File: src/hw/rtl/acss_pkg.sv
// ----------------------------------------------------------------------------
// acss_pkg
// Shared types, constants and helpers of the adc channel scan sequencer.
// ----------------------------------------------------------------------------
package acss_pkg;

    localparam int CHANNELS    = 8;
    localparam int ENTRY_W     = (CHANNELS > 1) ? $clog2(CHANNELS) : 1;
    localparam int CNT_W       = $clog2(CHANNELS + 1);
    localparam int MAP_ENTRIES = 8;
    localparam int REF_SHIFT   = 6;
    localparam logic [3:0] CHAN_MASK = 4'h0f;
    localparam int ADDR_W      = 4;

    typedef enum logic [1:0] {
        ACT_START    = 2'd0,
        ACT_COMPLETE = 2'd1,
        ACT_QUERY    = 2'd2
    } action_t;

    typedef enum logic [1:0] {
        REG_SAMPLE_COUNT     = 2'd0,
        REG_REFERENCE_SELECT = 2'd1,
        REG_CHANNEL_COUNT    = 2'd2,
        REG_CHANNEL_MAP      = 2'd3
    } reg_idx_t;

    typedef struct packed {
        logic [7:0]  sample_count;
        logic [1:0]  reference_select;
        logic [3:0]  channel_count;
        logic [31:0] channel_map;
    } cfg_t;

    typedef struct packed {
        logic               en;
        logic [ENTRY_W-1:0] entry;
        logic [9:0]         value;
        logic [31:0]        time_us;
    } store_wr_t;

    typedef struct packed {
        logic               load;
        logic [ENTRY_W-1:0] addr_a;
        logic [ENTRY_W-1:0] addr_b;
        logic [ENTRY_W-1:0] qsel;
        logic [CNT_W-1:0]   cnt;
        store_wr_t          wr;
    } store_req_t;

    typedef struct packed {
        logic [9:0]  value;
        logic [31:0] time_us;
        logic [31:0] total;
    } store_rsp_t;

    // channel count clamped to the table depth
    function automatic logic [CNT_W-1:0] eff_count(input logic [3:0] count);
        logic [CNT_W-1:0] res;
        if (32'(count) > CHANNELS)
        begin
            res = CNT_W'(CHANNELS);
        end
        else
        begin
            res = CNT_W'(count);
        end
        return res;
    endfunction

    function automatic logic [7:0] mux_byte(input logic [3:0]  entry,
                                            input logic [1:0]  ref_sel,
                                            input logic [31:0] map);
        logic [31:0] sh;
        logic [3:0]  ch;
        sh = map >> {entry[2:0], 2'b00};
        ch = 4'd0;
        if (entry < 4'(MAP_ENTRIES))
        begin
            ch = sh[3:0] & CHAN_MASK;
        end
        return (8'(ref_sel) << REF_SHIFT) | 8'(ch);
    endfunction

endpackage

File: src/hw/rtl/acss_cfg.sv
// ----------------------------------------------------------------------------
// acss_cfg
// APB register bank: sample count, reference, channel count, channel map.
// ----------------------------------------------------------------------------
module acss_cfg import acss_pkg::*;
(
    input  logic              clk,
    input  logic              rst_n,
    input  logic              psel,
    input  logic              penable,
    input  logic              pwrite,
    input  logic [ADDR_W-1:0] paddr,
    input  logic [31:0]       pwdata,
    output logic [31:0]       prdata,
    output logic              pready,
    output cfg_t              cfg
);

    cfg_t     cfg_reg;
    reg_idx_t idx;
    logic     wr_en;

    assign idx    = reg_idx_t'(paddr[3:2]);
    assign wr_en  = psel && penable && pwrite;
    assign pready = 1'b1;
    assign cfg    = cfg_reg;

    always_ff @(posedge clk or negedge rst_n)
    begin
        if (!rst_n)
        begin
            cfg_reg <= '0;
        end
        else if (wr_en)
        begin
            case (idx)
                REG_SAMPLE_COUNT:     cfg_reg.sample_count     <= pwdata[7:0];
                REG_REFERENCE_SELECT: cfg_reg.reference_select <= pwdata[1:0];
                REG_CHANNEL_COUNT:    cfg_reg.channel_count    <= pwdata[3:0];
                REG_CHANNEL_MAP:      cfg_reg.channel_map      <= pwdata;
                default:              cfg_reg                  <= cfg_reg;
            endcase
        end
    end

    always_comb
    begin
        case (idx)
            REG_SAMPLE_COUNT:     prdata = 32'(cfg_reg.sample_count);
            REG_REFERENCE_SELECT: prdata = 32'(cfg_reg.reference_select);
            REG_CHANNEL_COUNT:    prdata = 32'(cfg_reg.channel_count);
            REG_CHANNEL_MAP:      prdata = cfg_reg.channel_map;
            default:              prdata = '0;
        endcase
    end

endmodule

File: src/hw/rtl/acss_store.sv
// ----------------------------------------------------------------------------
// acss_store
// Per-entry result table: values in flops, times in a two-read-port memory,
// running prefix sums of the times for the total.
// ----------------------------------------------------------------------------
module acss_store import acss_pkg::*;
(
    input  logic       clk,
    input  logic       rst_n,
    input  store_req_t req,
    output store_rsp_t rsp
);

    logic [9:0]         value_reg [CHANNELS];
    logic [31:0]        time_mem [CHANNELS];
    logic [CHANNELS-1:0] tvld_reg;
    logic [31:0]        prefix_reg [CHANNELS];
    logic [31:0]        rda_reg;
    logic [31:0]        rdb_reg;
    logic [31:0]        delta;
    logic [CNT_W-1:0]   cnt_m1;
    logic               hit_a;
    logic               hit_b;
    logic               wr_below;

    assign hit_a = req.wr.en && (req.wr.entry == req.addr_a);
    assign hit_b = req.wr.en && (req.wr.entry == req.addr_b);

    always_ff @(posedge clk)
    begin
        if (req.wr.en)
        begin
            time_mem[req.wr.entry] <= req.wr.time_us;
        end
    end

    // registered reads, with the write of the same edge forwarded
    always_ff @(posedge clk)
    begin
        if (req.load)
        begin
            if (hit_a)
            begin
                rda_reg <= req.wr.time_us;
            end
            else
            begin
                rda_reg <= tvld_reg[req.addr_a] ? time_mem[req.addr_a] : 32'd0;
            end
            if (hit_b)
            begin
                rdb_reg <= req.wr.time_us;
            end
            else
            begin
                rdb_reg <= tvld_reg[req.addr_b] ? time_mem[req.addr_b] : 32'd0;
            end
        end
    end

    always_ff @(posedge clk or negedge rst_n)
    begin
        if (!rst_n)
        begin
            tvld_reg <= '0;
        end
        else if (req.wr.en)
        begin
            tvld_reg[req.wr.entry] <= 1'b1;
        end
    end

    always_ff @(posedge clk or negedge rst_n)
    begin
        if (!rst_n)
        begin
            for (int i = 0; i < CHANNELS; i++)
            begin
                value_reg[i] <= '0;
            end
        end
        else if (req.wr.en)
        begin
            value_reg[req.wr.entry] <= req.wr.value;
        end
    end

    // old time of the written entry is on read port b
    assign delta = req.wr.time_us - rdb_reg;

    // prefix_reg[k] holds the sum of entries 0..k
    always_ff @(posedge clk or negedge rst_n)
    begin
        if (!rst_n)
        begin
            for (int k = 0; k < CHANNELS; k++)
            begin
                prefix_reg[k] <= '0;
            end
        end
        else if (req.wr.en)
        begin
            for (int k = 0; k < CHANNELS; k++)
            begin
                if (32'(k) >= 32'(req.wr.entry))
                begin
                    prefix_reg[k] <= prefix_reg[k] + delta;
                end
            end
        end
    end

    assign cnt_m1   = req.cnt - CNT_W'(1);
    assign wr_below = req.wr.en && (CNT_W'(req.wr.entry) < req.cnt);

    always_comb
    begin
        if (req.wr.en && (req.wr.entry == req.qsel))
        begin
            rsp.value   = req.wr.value;
            rsp.time_us = req.wr.time_us;
        end
        else
        begin
            rsp.value   = value_reg[req.qsel];
            rsp.time_us = rda_reg;
        end
        if (req.cnt == '0)
        begin
            rsp.total = '0;
        end
        else
        begin
            rsp.total = prefix_reg[cnt_m1[ENTRY_W-1:0]] + (wr_below ? delta : 32'd0);
        end
    end

endmodule

File: src/hw/rtl/acss_ctrl.sv
// ----------------------------------------------------------------------------
// acss_ctrl
// Input register, scan sequencing state and result register.
// ----------------------------------------------------------------------------
module acss_ctrl import acss_pkg::*;
(
    input  logic               clk,
    input  logic               rst_n,
    input  cfg_t               cfg,
    input  logic               in_valid,
    output logic               in_stall,
    input  logic [1:0]         action,
    input  logic [9:0]         sample_value,
    input  logic [31:0]        timestamp_us,
    input  logic [3:0]         query_channel,
    output store_req_t         sreq,
    input  store_rsp_t         srsp,
    output logic               out_valid,
    input  logic               out_stall,
    output logic               start_accepted,
    output logic               start_conversion,
    output logic [7:0]         mux_select,
    output logic               scan_done,
    output logic               scan_busy,
    output logic [31:0]        scans_completed,
    output logic signed [10:0] read_value,
    output logic [31:0]        read_time,
    output logic [31:0]        total_time
);

    logic        advance;
    logic        process;
    logic        in_accept;

    logic        s1_valid_reg;
    logic [1:0]  s1_action_reg;
    logic [9:0]  s1_sample_reg;
    logic [31:0] s1_ts_reg;
    logic [3:0]  s1_q_reg;

    logic        busy_reg;
    logic        busy_next;
    logic [3:0]  entry_reg;
    logic [3:0]  entry_next;
    logic [7:0]  left_reg;
    logic [7:0]  left_next;
    logic [31:0] scans_reg;
    logic [31:0] scans_next;
    logic [31:0] req_time_reg;
    logic [31:0] req_time_next;

    logic        acc_c;
    logic        conv_c;
    logic        done_c;
    logic        wr_c;
    logic [7:0]  mux_c;
    logic [7:0]  left_dec;
    logic [3:0]  entry_inc;
    logic [CNT_W-1:0] cnt;
    logic        q_in_range;

    logic               out_valid_reg;
    logic               acc_reg;
    logic               conv_reg;
    logic [7:0]         mux_reg;
    logic               done_reg;
    logic               busy_out_reg;
    logic [31:0]        scans_out_reg;
    logic signed [10:0] rv_reg;
    logic [31:0]        rt_reg;
    logic [31:0]        tot_reg;

    assign advance   = !out_valid_reg || !out_stall;
    assign process   = s1_valid_reg && advance;
    assign in_stall  = s1_valid_reg && !advance;
    assign in_accept = in_valid && !in_stall;

    always_ff @(posedge clk or negedge rst_n)
    begin
        if (!rst_n)
        begin
            s1_valid_reg <= 1'b0;
        end
        else if (in_accept)
        begin
            s1_valid_reg <= 1'b1;
        end
        else if (process)
        begin
            s1_valid_reg <= 1'b0;
        end
    end

    always_ff @(posedge clk)
    begin
        if (in_accept)
        begin
            s1_action_reg <= action;
            s1_sample_reg <= sample_value;
            s1_ts_reg     <= timestamp_us;
            s1_q_reg      <= query_channel;
        end
    end

    assign cnt       = eff_count(cfg.channel_count);
    assign left_dec  = left_reg - 8'd1;
    assign entry_inc = entry_reg + 4'd1;

    always_comb
    begin
        busy_next     = busy_reg;
        entry_next    = entry_reg;
        left_next     = left_reg;
        scans_next    = scans_reg;
        req_time_next = req_time_reg;
        acc_c         = 1'b0;
        conv_c        = 1'b0;
        done_c        = 1'b0;
        wr_c          = 1'b0;
        case (action_t'(s1_action_reg))
            ACT_START:
            begin
                if (!busy_reg)
                begin
                    busy_next  = 1'b1;
                    entry_next = 4'd0;
                    left_next  = cfg.sample_count;
                    acc_c      = 1'b1;
                    conv_c     = 1'b1;
                end
            end
            ACT_COMPLETE:
            begin
                if (busy_reg)
                begin
                    left_next = left_dec;
                    if (left_dec == 8'd0)
                    begin
                        wr_c       = (32'(entry_reg) < CHANNELS);
                        entry_next = entry_inc;
                        if (32'(entry_inc) >= 32'(cnt))
                        begin
                            scans_next = scans_reg + 32'd1;
                            busy_next  = 1'b0;
                            done_c     = 1'b1;
                        end
                        else
                        begin
                            left_next = cfg.sample_count;
                            conv_c    = 1'b1;
                        end
                    end
                    else
                    begin
                        conv_c = 1'b1;
                    end
                end
            end
            default:
            begin
                busy_next = busy_reg;
            end
        endcase
        mux_c = 8'd0;
        if (conv_c)
        begin
            mux_c         = mux_byte(entry_next, cfg.reference_select, cfg.channel_map);
            req_time_next = s1_ts_reg;
        end
    end

    always_ff @(posedge clk or negedge rst_n)
    begin
        if (!rst_n)
        begin
            busy_reg     <= 1'b0;
            entry_reg    <= '0;
            left_reg     <= '0;
            scans_reg    <= '0;
            req_time_reg <= '0;
        end
        else if (process)
        begin
            busy_reg     <= busy_next;
            entry_reg    <= entry_next;
            left_reg     <= left_next;
            scans_reg    <= scans_next;
            req_time_reg <= req_time_next;
        end
    end

    // read port b follows the entry the next item will find
    always_comb
    begin
        sreq.load       = in_accept;
        sreq.addr_a     = query_channel[ENTRY_W-1:0];
        sreq.addr_b     = process ? entry_next[ENTRY_W-1:0] : entry_reg[ENTRY_W-1:0];
        sreq.qsel       = s1_q_reg[ENTRY_W-1:0];
        sreq.cnt        = cnt;
        sreq.wr.en      = process && wr_c;
        sreq.wr.entry   = entry_reg[ENTRY_W-1:0];
        sreq.wr.value   = s1_sample_reg;
        sreq.wr.time_us = s1_ts_reg - req_time_reg;
    end

    assign q_in_range = (32'(s1_q_reg) < 32'(cnt));

    always_ff @(posedge clk or negedge rst_n)
    begin
        if (!rst_n)
        begin
            out_valid_reg <= 1'b0;
        end
        else if (advance)
        begin
            out_valid_reg <= s1_valid_reg;
        end
    end

    always_ff @(posedge clk)
    begin
        if (process)
        begin
            acc_reg       <= acc_c;
            conv_reg      <= conv_c;
            mux_reg       <= mux_c;
            done_reg      <= done_c;
            busy_out_reg  <= busy_next;
            scans_out_reg <= scans_next;
            tot_reg       <= srsp.total;
            if (q_in_range)
            begin
                rv_reg <= 11'({1'b0, srsp.value});
                rt_reg <= srsp.time_us;
            end
            else
            begin
                rv_reg <= {11{1'b1}};
                rt_reg <= {32{1'b1}};
            end
        end
    end

    assign out_valid        = out_valid_reg;
    assign start_accepted   = acc_reg;
    assign start_conversion = conv_reg;
    assign mux_select       = mux_reg;
    assign scan_done        = done_reg;
    assign scan_busy        = busy_out_reg;
    assign scans_completed  = scans_out_reg;
    assign read_value       = rv_reg;
    assign read_time        = rt_reg;
    assign total_time       = tot_reg;

endmodule

File: src/hw/rtl/adc_channel_scan_sequencer_unit.sv
// ----------------------------------------------------------------------------
// adc_channel_scan_sequencer_unit
// Scans an ADC over a configured channel list, keeps the last sample and
// conversion time of each entry and reads them back per transaction.
//
//   channel   handshake            payload
//   in        in_valid/in_stall    action, sample_value, timestamp_us,
//                                  query_channel
//   out       out_valid/out_stall  start_accepted .. total_time
//   config    apb write/read       sample_count, reference_select,
//                                  channel_count, channel_map
//
// one transaction per cycle sustained while out is not stalled; a result
// passes through the input register, then the result register, to the outputs
// reset clears the sequencing state, the config registers and the result table
// a stall on out holds the result register and stalls in only once the
// input register is also full
// ----------------------------------------------------------------------------
module adc_channel_scan_sequencer_unit import acss_pkg::*;
(
    input  logic               clk,
    input  logic               rst_n,
    input  logic               psel,
    input  logic               penable,
    input  logic               pwrite,
    input  logic [ADDR_W-1:0]  paddr,
    input  logic [31:0]        pwdata,
    output logic [31:0]        prdata,
    output logic               pready,
    input  logic               in_valid,
    output logic               in_stall,
    input  logic [1:0]         action,
    input  logic [9:0]         sample_value,
    input  logic [31:0]        timestamp_us,
    input  logic [3:0]         query_channel,
    output logic               out_valid,
    input  logic               out_stall,
    output logic               start_accepted,
    output logic               start_conversion,
    output logic [7:0]         mux_select,
    output logic               scan_done,
    output logic               scan_busy,
    output logic [31:0]        scans_completed,
    output logic signed [10:0] read_value,
    output logic [31:0]        read_time,
    output logic [31:0]        total_time
);

    cfg_t       cfg;
    store_req_t sreq;
    store_rsp_t srsp;

    acss_cfg u_cfg
    (
        .clk     (clk),
        .rst_n   (rst_n),
        .psel    (psel),
        .penable (penable),
        .pwrite  (pwrite),
        .paddr   (paddr),
        .pwdata  (pwdata),
        .prdata  (prdata),
        .pready  (pready),
        .cfg     (cfg)
    );

    acss_store u_store
    (
        .clk   (clk),
        .rst_n (rst_n),
        .req   (sreq),
        .rsp   (srsp)
    );

    acss_ctrl u_ctrl
    (
        .clk              (clk),
        .rst_n            (rst_n),
        .cfg              (cfg),
        .in_valid         (in_valid),
        .in_stall         (in_stall),
        .action           (action),
        .sample_value     (sample_value),
        .timestamp_us     (timestamp_us),
        .query_channel    (query_channel),
        .sreq             (sreq),
        .srsp             (srsp),
        .out_valid        (out_valid),
        .out_stall        (out_stall),
        .start_accepted   (start_accepted),
        .start_conversion (start_conversion),
        .mux_select       (mux_select),
        .scan_done        (scan_done),
        .scan_busy        (scan_busy),
        .scans_completed  (scans_completed),
        .read_value       (read_value),
        .read_time        (read_time),
        .total_time       (total_time)
    );

endmodule
File: config.mk
export PLATFORM = sky130hd
export DESIGN_NAME = adc_channel_scan_sequencer_unit
export DESIGN_NICKNAME = d
export VERILOG_FILES = /design/src/hw/rtl/acss_pkg.sv /design/src/hw/rtl/acss_cfg.sv /design/src/hw/rtl/acss_store.sv /design/src/hw/rtl/acss_ctrl.sv /design/src/hw/rtl/adc_channel_scan_sequencer_unit.sv
export SDC_FILE = /design/constraint.sdc
export NUM_CORES = 2
export LEC_CHECK = 0
export ABC_CLOCK_PERIOD_IN_PS = 6600
export BUFFER_PORTS_ARGS = -buffer_cell sky130_fd_sc_hd__buf_2
export CAP_MARGIN = 10
export CORE_MARGIN = 2
export CORE_UTILIZATION = 45
export CTS_CLUSTER_DIAMETER = 50
export DETAILED_ROUTE_END_ITERATION = 16
export PLACE_DENSITY = 0.69
export SLEW_MARGIN = 10
export SYNTH_ARGS = -nofsm -noshare
export SYNTH_HDL_FRONTEND = slang
export SYNTH_SLANG_ARGS = --single-unit
File: constraint.sdc
create_clock -name clk -period 6.6 [get_ports clk]
set_input_delay 0.99 -clock clk [delete_from_list [all_inputs] [get_ports clk]]
set_output_delay 0.99 -clock clk [all_outputs]
set_load 0.01 [all_outputs]
==> flow_metrics.env <==
export IMPL_outcome="complete, but fails checks"
export IMPL_violations="setup timing"
export IMPL_h_tree_depth=4
export IMPL_final_cell_mix="nand2_1, buf_4, edfxtp_1"
export IMPL_pin_count=245
export IMPL_mostFrequentLayoutCell="nand2_1"
export IMPL_min_period_ps=6670
export IMPL_multi_input_area_um2=30800
export IMPL_syn_area_um2=56900
export IMPL_cp_max_fo=4
export IMPL_cts_reportedPaths_clkPinSlew_ps=60
export IMPL_cts_sinks=954
export IMPL_dpl_hpwl_mm=111
export IMPL_cts_root_buf="clkbuf_16"
export IMPL_synth_area_per_cell_um2=11.0
export IMPL_yosysUniqueCellTypes=86
export IMPL_die_area_um2=129000
export IMPL_synth_main_ff_cell="edfxtp_1"
export IMPL_io_buffers=239
export IMPL_cp_arrival_ps=7180
export IMPL_gp_congestion=0.914
export IMPL_wirelength_mm=159
export IMPL_die_h_um=360
export IMPL_cap_violations=0
export IMPL_crit_path_max_incr_delay_ps=380
export IMPL_slew_viol_final=0
export IMPL_netlist_instances=5183
export IMPL_required_ps=7110
export IMPL_grt_util_all_layers=0.241
export IMPL_ys_seq_area_frac=0.462
export IMPL_crit_top_cell="a21o_1"
export IMPL_synth_edf_count=485
export IMPL_grt_pass1_vias=44720
export IMPL_timing_final_crit_share=1.01
export IMPL_cp_top_family="compound AO/OA/AOI/OAI gates"
export IMPL_setup_ws_ps=-68.9
export IMPL_path_class="reg -> reg"
export IMPL_fillers=10403
export IMPL_finalSetupViolCount=3
export IMPL_routed_via_count=44699
export IMPL_worst_pin_slew_ps=1250
export IMPL_seqCellArea_um2=26300
export IMPL_post_synth_top_area_cell="edfxtp_1"
export IMPL_tns_ps=-84.1
export IMPL_grt_setup_unrepaired="yes"
export IMPL_ys_ff_latch=954
export IMPL_fmax_mhz=150
export IMPL_clk_latency_ps=770
export IMPL_hp_class="in -> async"
export IMPL_nets=6441
export IMPL_cp_end_kind="flip-flop"
export IMPL_clock_skew_ps=41.2
export IMPL_synth_area_leaders="edfxtp_1, dfrtp_1, ha_1"
export IMPL_wire_per_inst_um=20.5
export IMPL_slew_headroom=0.162
export IMPL_cts_tree="built"
export IMPL_grt_overflow=0
export IMPL_synth_top_area_frac=0.256
export IMPL_final_hold_violation_count=0
export IMPL_drt_iter0_drc=3359
export IMPL_die_w_um=360
export IMPL_ant_nets=0
export IMPL_clockBufferDepth=3
export IMPL_numCtsBuffers=135
export IMPL_post_route_drc_count=0
export IMPL_core_region_area_um2=126000
export IMPL_syn_to_final_growth_pct=23.8
export IMPL_cts_hold_buffers=0
export IMPL_grt_max_degree=152
export IMPL_yosys_warnings=0
export IMPL_grt_first_pass_wirelength_mm=247
export IMPL_vias_per_cell=5.78
export IMPL_antenna_found_initial=4
export IMPL_dr_pass1_iters=6
export IMPL_initial_core_util=0.453
export IMPL_ys_async_sr_fraction=0.492
export IMPL_rows=130
export IMPL_drive_gt1_frac=0.279
export IMPL_crit_buf_inv=1
export IMPL_cp_start_kind="flip-flop"
export IMPL_critical_path_slowest_cell="dfrtp_1"
## worst paths after layout
path                                         from                 endpoint  slack, ps  cells past startpoint
max                        u_ctrl.req_time_reg[0]    u_ctrl.total_time[31]        -70                     32
min                                         rst_n   u_store.prefix_reg[34]        240                      1
max reg2reg                u_ctrl.req_time_reg[0]    u_ctrl.total_time[31]        -70                     32
min reg2reg                u_store.prefix_reg[31]   u_store.prefix_reg[31]        470                      1
max in group asynchronous                   rst_n      u_ctrl.entry_reg[1]       4940                      2
min in group clk                        action[0]  u_ctrl.s1_action_reg[0]        390                      1
## cells by family (layout without fill, tap and decap cells)
| family | Yosys count | count (layout) | synth area share |
|---|---|---|---|
| adders and majority gates | 370 | 370 | 0.0827 |
| and+or+nand+nor | 1351 | 1351 | 0.108 |
| buffers and inverters | 371 | 1276 | 0.0252 |
| DFF | 954 | 954 | 0.462 |
| muxes | 456 | 456 | 0.118 |
| xor gates and xnor gates | 395 | 395 | 0.0610 |
| AOI/OAI and AO/OA | 1284 | 1284 | 0.143 |
| other | 2 | 4 | 0.000132 |
## through the flow
step	instance area, um2	hold WS, ps	instances	utilization	setup WS (ps)
after floorplan	57100	436	5184	-	0.318
after global placement	64300	452	7450	0.512	-603
after detailed placement	64300	460	7450	0.512	-730
after CTS	69300	239	7709	0.552	-57.9
after global routing	70500	272	7739	0.562	-390
final	70500	237	7740	0.562	-68.9
## layout make-up
type / instances / area share
inverter: 160 / 0.00866
sequential: 954 / 0.373
multi-input combinational: 3859 / 0.437
antenna: 1 / 0.0000355
tap: 1650 / 0.0293
clock inverter: 81 / 0.0123
clock buffer: 165 / 0.0520
timing repair buffer: 870 / 0.0875
## per-layer routing
layer / track usage / part of all wire / vias up
li1: - / - / 20849
met2: 0.406 / 0.48 / 1518
met3: 0.0395 / 0.060 / 333
met5: 0 / 0.00019 / -
met1: 0.311 / 0.42 / 21995
met4: 0.0885 / 0.036 / 4
## worst reg2reg max path, delay by kind of cell (launching register included)
kind / cells / cell delay [ps]
AND/OR/NAND/NOR: 4 / 520
XOR/XNOR: 4 / 870
buffers and inverters: 1 / 130
flip-flops: 1 / 380
AO/OA/AOI/OAI: 19 / 3360
adder cells (fa/ha/maj): 4 / 1140
## Yosys cell counts (152+ instances only)
| master | count |
|---|---|
| edfxtp_1 | 485 |
| nand2_1 | 666 |
| dfrtp_1 | 469 |
| mux4_2 | 152 |
| nor2_1 | 212 |
| ha_1 | 359 |
| mux2_2 | 181 |
| xnor2_1 | 220 |
| inv_1 | 157 |
| xor2_1 | 174 |
| a21o_1 | 166 |
| clkbuf_1 | 163 |
| o21ai_0 | 382 |
| a21oi_1 | 306 |
## timing repair
action / 4_1_cts / 5_1_grt
pin swaps: 48 / 98
setup endpoints to repair: 68 / 96
resized for setup: 81 / 199
buffers inserted: 14 / 31
Power is not shown: default switching activity piles up to over one toggle a cycle in this logic, so the estimate is an artifact.
